--- config.mk ---
export PLATFORM = sky130hd
export DESIGN_NAME = glr_div
export DESIGN_NICKNAME = d
export VERILOG_FILES = /design/src/rtl/glr_pkg.sv /design/src/rtl/glr_div.sv
export SDC_FILE = /design/constraint.sdc
export NUM_CORES = 2
export LEC_CHECK = 0
export CORE_AREA = 4 4 311 375
export CTS_CLUSTER_SIZE = 8
export DETAILED_ROUTE_END_ITERATION = 12
export DIE_AREA = 0 0 315 379
export DONT_BUFFER_PORTS = 1
export HOLD_SLACK_MARGIN = 0.1
export PLACE_DENSITY = 0.79
export SYNTH_ARGS = -nofsm -noshare
export SYNTH_HDL_FRONTEND = slang
export SYNTH_SLANG_ARGS = --single-unit
--- constraint.sdc ---
create_clock -name clk -period 4.2 [get_ports clk]
set_input_delay 0 -clock clk [delete_from_list [all_inputs] [get_ports clk]]
set_output_delay 0 -clock clk [all_outputs]
set_load 0.1 [all_outputs]
--- src/rtl/glr_pkg.sv ---
// Shared types, constants and calibration tables for the gas sensor ratio linearizer.
// No dependencies.
package glr_pkg;

	localparam int RES_BITS_DEF  = 24;
	localparam int FRAC_BITS_DEF = 16;
	localparam int SEL_BITS      = 4;
	localparam int NUM_SEL       = 16;
	localparam int COEF_FRAC     = 24;
	localparam int LOG2_FRAC     = 30;
	localparam int MANT_BITS     = 32;
	localparam int VAL_BITS      = 32;
	localparam int IPART_BITS    = 6;
	localparam logic [26:0] LOG10_2_Q28 = 27'd80807124;

	typedef enum logic [1:0] {
		STAT_OK         = 2'd0,
		STAT_BASE_ZERO  = 2'd1,
		STAT_SENSE_ZERO = 2'd2
	} status_t;

	typedef struct packed {
		logic [SEL_BITS-1:0] sel;
		status_t             status;
		logic                in_range;
	} side_t;

	typedef int milli_tab_t [NUM_SEL];
	typedef logic signed [31:0] coef_t;
	typedef coef_t coef_tab_t [NUM_SEL];
	typedef logic [31:0] bound_tab_t [NUM_SEL];

	// calibration in thousandths; selectors 9..15 are unused and read zero
	localparam milli_tab_t LO_MILLI = '{2280, 1440, 657, 204, 150, 681, 321, 783, 2050,
		0, 0, 0, 0, 0, 0, 0};
	localparam milli_tab_t HI_MILLI = '{3850, 3460, 1750, 949, 705, 3060, 2050, 1600, 7870,
		0, 0, 0, 0, 0, 0, 0};
	localparam milli_tab_t A_MILLI = '{17700, 0, 0, 0, 0, 0, 0, 0, 0,
		0, 0, 0, 0, 0, 0, 0};
	localparam milli_tab_t B_MILLI = '{-23500, -4500, -3830, -2550, -2480, -2590, -2110,
		-2220, -2260, 0, 0, 0, 0, 0, 0, 0};
	localparam milli_tab_t C_MILLI = '{10000, 4810, 3070, 2250, 1900, 3590, 2970, 2740,
		2700, 0, 0, 0, 0, 0, 0, 0};

	// thousandths to fixed point: magnitude rounded half up, then sign applied
	function automatic longint milli_fix(int m, int f);
		longint mag;
		longint q;
		mag = (m < 0) ? -longint'(m) : longint'(m);
		q = ((mag <<< f) + 500) / 1000;
		return (m < 0) ? -q : q;
	endfunction

	function automatic coef_tab_t coef_table(milli_tab_t m);
		coef_tab_t t;
		for (int i = 0; i < NUM_SEL; i++) begin
			t[i] = coef_t'(milli_fix(m[i], COEF_FRAC));
		end
		return t;
	endfunction

	function automatic bound_tab_t bound_table(milli_tab_t m, int f);
		bound_tab_t t;
		for (int i = 0; i < NUM_SEL; i++) begin
			t[i] = 32'(milli_fix(m[i], f));
		end
		return t;
	endfunction

endpackage

--- src/rtl/glr_div.sv ---
// Restoring divider pipeline: ratio sensed/baseline in unsigned 8.FRAC_BITS,
// saturated, with zero checks and the calibrated bound test. Uses glr_pkg.
module glr_div
	import glr_pkg::*;
#(
	parameter int RES_BITS  = RES_BITS_DEF,
	parameter int FRAC_BITS = FRAC_BITS_DEF
) (
	input  logic                      clk,
	input  logic                      arst_n,
	input  logic                      in_valid,
	input  logic [SEL_BITS-1:0]       in_sel,
	input  logic [RES_BITS-1:0]       sense,
	input  logic [RES_BITS-1:0]       base,
	output logic                      out_valid,
	output side_t                     out_side,
	output logic [8+FRAC_BITS-1:0]    out_x
);

	localparam int QW = 8 + FRAC_BITS;
	localparam bound_tab_t LO_TAB = bound_table(LO_MILLI, FRAC_BITS);
	localparam bound_tab_t HI_TAB = bound_table(HI_MILLI, FRAC_BITS);

	logic                v_s   [0:QW];
	side_t               sd_s  [0:QW];
	logic [RES_BITS-1:0] rem_s [0:QW];
	logic [RES_BITS-1:0] den_s [0:QW];
	logic [QW-1:0]       q_s   [0:QW];
	logic [7:0]          lb_s  [0:QW];
	logic                ovf_s [0:QW];

	logic [RES_BITS:0]   trial [0:QW-1];
	logic [RES_BITS-1:0] rem_n [0:QW-1];
	logic [QW-1:0]       q_n   [0:QW-1];

	side_t               sd_in;
	logic [QW-1:0]       x_c;
	side_t               sd_c;

	always_comb begin
		sd_in.sel = in_sel;
		sd_in.in_range = 1'b0;
		if (base == '0) begin
			sd_in.status = STAT_BASE_ZERO;
		end else if (sense == '0) begin
			sd_in.status = STAT_SENSE_ZERO;
		end else begin
			sd_in.status = STAT_OK;
		end
	end

	// one quotient bit per stage, MSB first; bits above QW are zero or else flagged as overflow
	always_comb begin
		int bi;
		logic nbit;
		logic ge;
		for (int k = 0; k < QW; k++) begin
			bi = QW - 1 - k;
			nbit = (bi >= FRAC_BITS) ? lb_s[k][3'(bi - FRAC_BITS)] : 1'b0;
			trial[k] = {rem_s[k], nbit};
			ge = trial[k] >= {1'b0, den_s[k]};
			rem_n[k] = ge ? RES_BITS'(trial[k] - {1'b0, den_s[k]}) : RES_BITS'(trial[k]);
			q_n[k] = {q_s[k][QW-2:0], ge};
		end
	end

	always_comb begin
		x_c = ovf_s[QW] ? {QW{1'b1}} : q_s[QW];
		if (x_c == '0) begin
			x_c = QW'(1);
		end
		sd_c = sd_s[QW];
		sd_c.in_range = (32'(x_c) > LO_TAB[sd_s[QW].sel]) && (32'(x_c) < HI_TAB[sd_s[QW].sel]);
	end

	always_ff @(posedge clk or negedge arst_n) begin
		if (!arst_n) begin
			for (int k = 0; k <= QW; k++) begin
				v_s[k] <= 1'b0;
			end
			out_valid <= 1'b0;
		end else begin
			v_s[0] <= in_valid;
			for (int k = 0; k < QW; k++) begin
				v_s[k+1] <= v_s[k];
			end
			out_valid <= v_s[QW];
		end
	end

	always_ff @(posedge clk) begin
		sd_s[0]  <= sd_in;
		rem_s[0] <= sense >> 8;
		den_s[0] <= base;
		q_s[0]   <= '0;
		lb_s[0]  <= sense[7:0];
		ovf_s[0] <= {8'd0, sense} >= {base, 8'd0};
		for (int k = 0; k < QW; k++) begin
			sd_s[k+1]  <= sd_s[k];
			rem_s[k+1] <= rem_n[k];
			den_s[k+1] <= den_s[k];
			q_s[k+1]   <= q_n[k];
			lb_s[k+1]  <= lb_s[k];
			ovf_s[k+1] <= ovf_s[k];
		end
		out_side <= sd_c;
		out_x    <= x_c;
	end

endmodule

# Yosys cells after proc, flatten, opt, wreduce, memory -nomap -nowiden
# Memories as Yosys holds them, arrays and structs flattened.
# Cells that the tools add are included.
dict set report totals {
  ff_bits 57
  ramBits 2200
  mem_bits_ro 1024
  elab_cells 115
  n_memories 8
}
# name words word_bits rd rd_clocked_by_memory_dff wr line
set mem_list {}
lappend mem_list {den_s 25 24 24 0 25 glr_div.sv:27} ;# logic [RES_BITS-1:0] den_s [0:QW];
lappend mem_list {q_s 25 24 25 0 25 glr_div.sv:28} ;# logic [QW-1:0] q_s [0:QW];
lappend mem_list {rem_s 25 24 24 0 25 glr_div.sv:26} ;# logic [RES_BITS-1:0] rem_s [0:QW];
lappend mem_list {{(name not given)} 16 32 1 0 0 glr_div.sv:73} ;# sd_c.in_range = (32'(x_c) > LO_TAB[sd_s[QW].sel]) && (32'(x_c) < HI_TAB[sd_s[QW].sel]);
lappend mem_list {{(name not given)} 16 32 1 0 0 glr_div.sv:73}
lappend mem_list {lb_s 25 8 24 0 25 glr_div.sv:29} ;# logic [7:0] lb_s [0:QW];
lappend mem_list {{2 more memories} -- -- -- -- -- --}
dict set report classes {
  addsub 20
  magnitude_cmp 24
  n_mux 28
  bitwise 1
  reduce_logical 4
}
# op count
set ops {}
lappend ops {{2-to-1 mux 24 bit} 22}
lappend ops {{>= comparator 25 x 24 -> 1 bit} 20}
lappend ops {{subtractor 24 bit} 20}
lappend ops {{2-to-1 mux 32 bit} 4}
lappend ops {{logical NOT 24 bit} 3}
lappend ops {{>= comparator 24 x 32 -> 1 bit} 1}
lappend ops {{greater-than comparator 24 x 32 -> 1 bit} 1}
lappend ops {{less-than comparator 24 x 32 -> 1 bit} 1}
lappend ops {{>= comparator 5 bit, second input constant} 1}
lappend ops {{inverter 4 -> 5 bit} 1}
lappend ops {{2-to-1 mux 2 bit} 2}
lappend ops {{logical AND 1 bit} 1}

# Depth between registers and ports, before layout
# An unclocked memory read counts as a cell.
dict set report logic_depth {
  depth_word 7
  depth_mapped 17
}

# Worst setup path before layout
# No wires, ideal clock.
dict set report synth_path {
  path_type {flip-flop to flip-flop}
  startpoint {memory sd_s[1][60] (netlist bit)}
  endpoint {register out_side[0] (netlist bit)}
  arrival_time_ns 2.783
  t_required_ns 4.069
  setup_slack_ns 1.286
  path_stages_with_launch 18
  n_path_buf 0
  period_less_slack_ns 2.914
  path_cell_list {dfxtp_1 inv_1 ha_1 nor2b_1 inv_1 nor2_1 inv_1 o21ai_0 ha_1 nor2b_1 o21a_1 o21a_1 o21ai_0 a211oi_1 o21a_1 o21a_1 o311ai_0 a31oi_1}
}
# element line
set synth_lines {}
lappend synth_lines {{from (decl)} glr_div.sv:25} ;# side_t sd_s [0:QW];
lappend synth_lines {{to (signal assigned)} glr_div.sv:106} ;# out_side <= sd_c;
lappend synth_lines {{to (decl)} glr_div.sv:16} ;# output side_t out_side,

==> parameters.txt <==
Parameter                              Value

Route
  Wire length on met2    75000 um
  Top Metal Used    met4
  Final routed DRC violation total    0
  Met1 routed wirelength after detailed routing    48500 um
  Detailed Routing Iterations Pass 1    6
  Number of DRC markers in iteration 0    2323
  Average via count per standard cell    5.53
  Vias post-DR    43200
  WL/cell    17.8 um
  DR WL met3    5170 um
  DRT antenna net count    0
  Final wirelength    139000 um

Final layout
  Post-route core utilization    62.5%
  Share of cells above drive strength 1    8.70%
  Area growth syn-to-layout    14.1%
  Post-layout nets    6881
  Count of non-filler cells in the finished layout    7811
  Commonest non-fill, non-tap cell in the layout    sky130_fd_sc_hd__dfxtp_1
  Most frequent cells in the layout    1547 x sky130_fd_sc_hd__dfxtp_1, 613 x sky130_fd_sc_hd__inv_1, 530 x sky130_fd_sc_hd__ha_1

Synthesis
  Adder-cell share of the synthesized area    11.4%
  Fraction of the mapped netlist area in compound gates    14.6%
  Mean instance size in the synthesized netlist    10.3 sq um
  Number of synthesized register bits    1574
  Post-synthesis share of cell area spent on xor and xnor gates    4.61%
  Synth Area in Simple Gates    9.87%
  Number of warnings issued by yosys    0
  Mapped Area    61700 sq um
  Fraction of the yosys area taken by sequential cells    51.2%
  Largest family of logic cells by synthesized area    compound AO/OA/AOI/OAI gates
  Number of different library cells in the post-synthesis netlist    99
  Ys flop type    sky130_fd_sc_hd__dfxtp_1
  Number of enable-type register cells in the synthesized netlist    0
  Async set or reset register ratio after synthesis    1.65%
  Gate count of the mapped netlist    6007
  Multiplexer share of the synthesized area    3.84%

Clock tree
  TritonCTS clock tree    built
  Cts bufs inserted    215
  H-Tree Depth    4
  Sink count of the clock tree    1574
  Buffer type at the clock tree root    sky130_fd_sc_hd__clkbuf_16
  Maximum count of clock buffers along a single path    3
  Buffers inserted during post-CTS setup optimization    0
  Clock latency on the worst-skew pair    0.82 ns
  Clock transition at the register clock pins on the worst setup and hold paths after CTS    0.05 ns

Worst setup path
  Class of the most critical setup path    register to register
  Count of buffering cells on the critical path with inverters included    0
  Highest cell delay on the worst timing path    1.01 ns
  CP max FO    20
  Crit-path cells    ha_1 -> fa_1 -> a21o_1 -> a21oi_1 -> o21bai_1 -> a21oi_1 -> o21bai_1 -> a21oi_1 -> o211a_1 -> a21oi_2 -> mux2_2
  Nature of the critical path endpoint    register
  Slowest stage cell, crit path    sky130_fd_sc_hd__a21oi_2
  Cell family contributing the most delay on the critical path    compound AO/OA/AOI/OAI gates
  Startpoint Class    register
  Signal arrival time at the worst endpoint    4.45 ns
  Dominant cell type by count on the critical path    sky130_fd_sc_hd__a21oi_1
  Required @ worst endpoint    4.90 ns

STA
  Total Neg Setup Slack    0 ns
  Transition at the pin with the smallest max-transition slack    1.31 ns
  Crit path time final    3.76 ns
  Final critical-path setup slack    0.443 ns
  Layout Skew    0.0538 ns
  Worst rel slew slack    12.7%
  Final number of hold-violating endpoints    0
  Number of pins with negative max-slew slack in the final report    0
  Maximum clock rate    266 MHz
  Setup-failing EPs final    0
  RSZ-0062 raised after global routing    no
  Portion of the clock cycle consumed by the worst path in the final layout    89.5%

Placement
  Detail Placement HPWL    98300 um
  # port buffers    0
  Worst slack at placement    0.712 ns
  Number of placed cells counting well taps    7459
  Final weighted congestion of routability-driven global placement    0.961

Floorplanning
  Core area    113000 sq um
  Row count    135
  Io pins    87
  Starting utilization of the core area    54.8%
  Die extent in x    315 um
  Floorplan die area    119000 sq um
  Die span in y    379 um

Global route
  Wire length of the first global-routing pass    222000 um
  Vias in the first global route    44900
  Maximum number of pins on one net before global-route repair    46
  Remaining global-route overflow    0
  Number of antenna violations at the first check in global routing    3
  Global-route usage over all layers    23.1%

Worst hold path
  Hold crit path type    primary input to register

Run
  Max-cap violations    0

Pwr
  Static leakage    32.1 nW
  Power per unit of standard cell area    857 nW/um^2
  Max IR drop VDD    572 uV

Run status
  Run status    finished, final reports clean
cell type report:
type / instances / area, sq um
multi-input combinational: 3724 / 27400
tap: 1507 / 1890
antenna: 4 / 10.0
clock buffer: 226 / 5460
clock inverter: 14 / 335
timing repair buffer: 145 / 1430
sequential: 1574 / 31600
inverter: 617 / 2320
fill: 8490 / 42200
cell families (layout without fill, tap and decap cells):
kind of cell,after synthesis,in the layout
flops,1574,1574
mux,207,207
simple gates,1237,1237
other cells,1,6
fa+ha+maj,549,549
xor+xnor,325,325
buf+inv,710,1002
compound gates,1404,1404
power by group:
group	internal [mW]	switching [mW]
clock	9.07	6.05
combinational	10.9	13.2
sequential	18.7	2.47
worst paths after layout:
path	to	depth (start not counted)	slack, ns	start
worst max-delay path	rem_s[0][125]	11	0.44	rem_s[0][100]
max in group asynchronous	v_s[4]	4	3.77	arst_n
worst min-delay path	ovf_s[0][0]	6	0.20	sense[13]
worst max register to register	rem_s[0][125]	11	0.44	rem_s[0][100]
worst min register to register	sd_s[0][40]	0	0.28	sd_s[0][33]
min in group asynchronous	v_s[22]	4	0.26	arst_n
worst reg2reg max path: stages, from the launching register on:
cell and delay (ns):
sky130_fd_sc_hd__dfxtp_1 0.37, sky130_fd_sc_hd__ha_1 0.23, sky130_fd_sc_hd__fa_1 0.24, sky130_fd_sc_hd__a21o_1 0.14, sky130_fd_sc_hd__a21oi_1 0.10, sky130_fd_sc_hd__o21bai_1 0.24
sky130_fd_sc_hd__a21oi_1 0.20, sky130_fd_sc_hd__o21bai_1 0.21, sky130_fd_sc_hd__a21oi_1 0.17, sky130_fd_sc_hd__o211a_1 0.28, sky130_fd_sc_hd__a21oi_2 1.01, sky130_fd_sc_hd__mux2_2 0.46
registers in the layout, summed over array words and instances (netlist names):
signal / count
den_s: 576
lb_s: 26
out_side: 7
out_valid: 1
out_x: 21
ovf_s: 25
q_s: 210
rem_s: 533
sd_s: 150
v_s: 25
cells in the mapped netlist (all sizes together) (45+ instances only):
| library cell | count | area (sq um) |
|---|---|---|
| dfxtp | 1548 | 31000 |
| inv | 616 | 2310 |
| ha | 530 | 6630 |
| a21oi | 475 | 2390 |
| nor2 | 351 | 1330 |
| nand2 | 285 | 1070 |
| o21ai | 272 | 1370 |
| a21o | 201 | 1510 |
| xnor2 | 199 | 1740 |
| mux2 | 189 | 2190 |
| xor2 | 126 | 1100 |
| o21a | 86 | 646 |
| nor3 | 85 | 430 |
| nand3 | 80 | 400 |
| nor2b | 75 | 469 |
| nand4 | 72 | 450 |
| nand2b | 64 | 400 |
| clkbuf | 48 | 180 |
| buf | 45 | 287 |
| or2 | 45 | 282 |
what timing repair did:
| item | CTS | global route |
|---|---|---|
| hold buffers | 108 | 0 |
| resized for setup | 0 | 0 |
| endpoints found under the hold margin | 78 | 0 |
metal layers:
| layer | vias to the layer above | GRT usage, % |
|---|---|---|
| li1 | 21200 | - |
| met1 | 20300 | 21.3 |
| met2 | 1214 | 45.1 |
| met3 | 527 | 3.78 |
| met4 | 0 | 16.8 |
| met5 | - | 0 |
stage by stage:
stage	hold WS (ns)	power, mW	instance area [sq um]
global route	0.196	64.1	70400
global placement	-0.295	44.1	63500
finish	0.203	60.4	70400
detailed placement	-0.295	44.9	63500
CTS	0.120	60.4	70400
floorplan	-0.296	39.3	61700
Note: power is estimated with default switching activity, not from simulation.
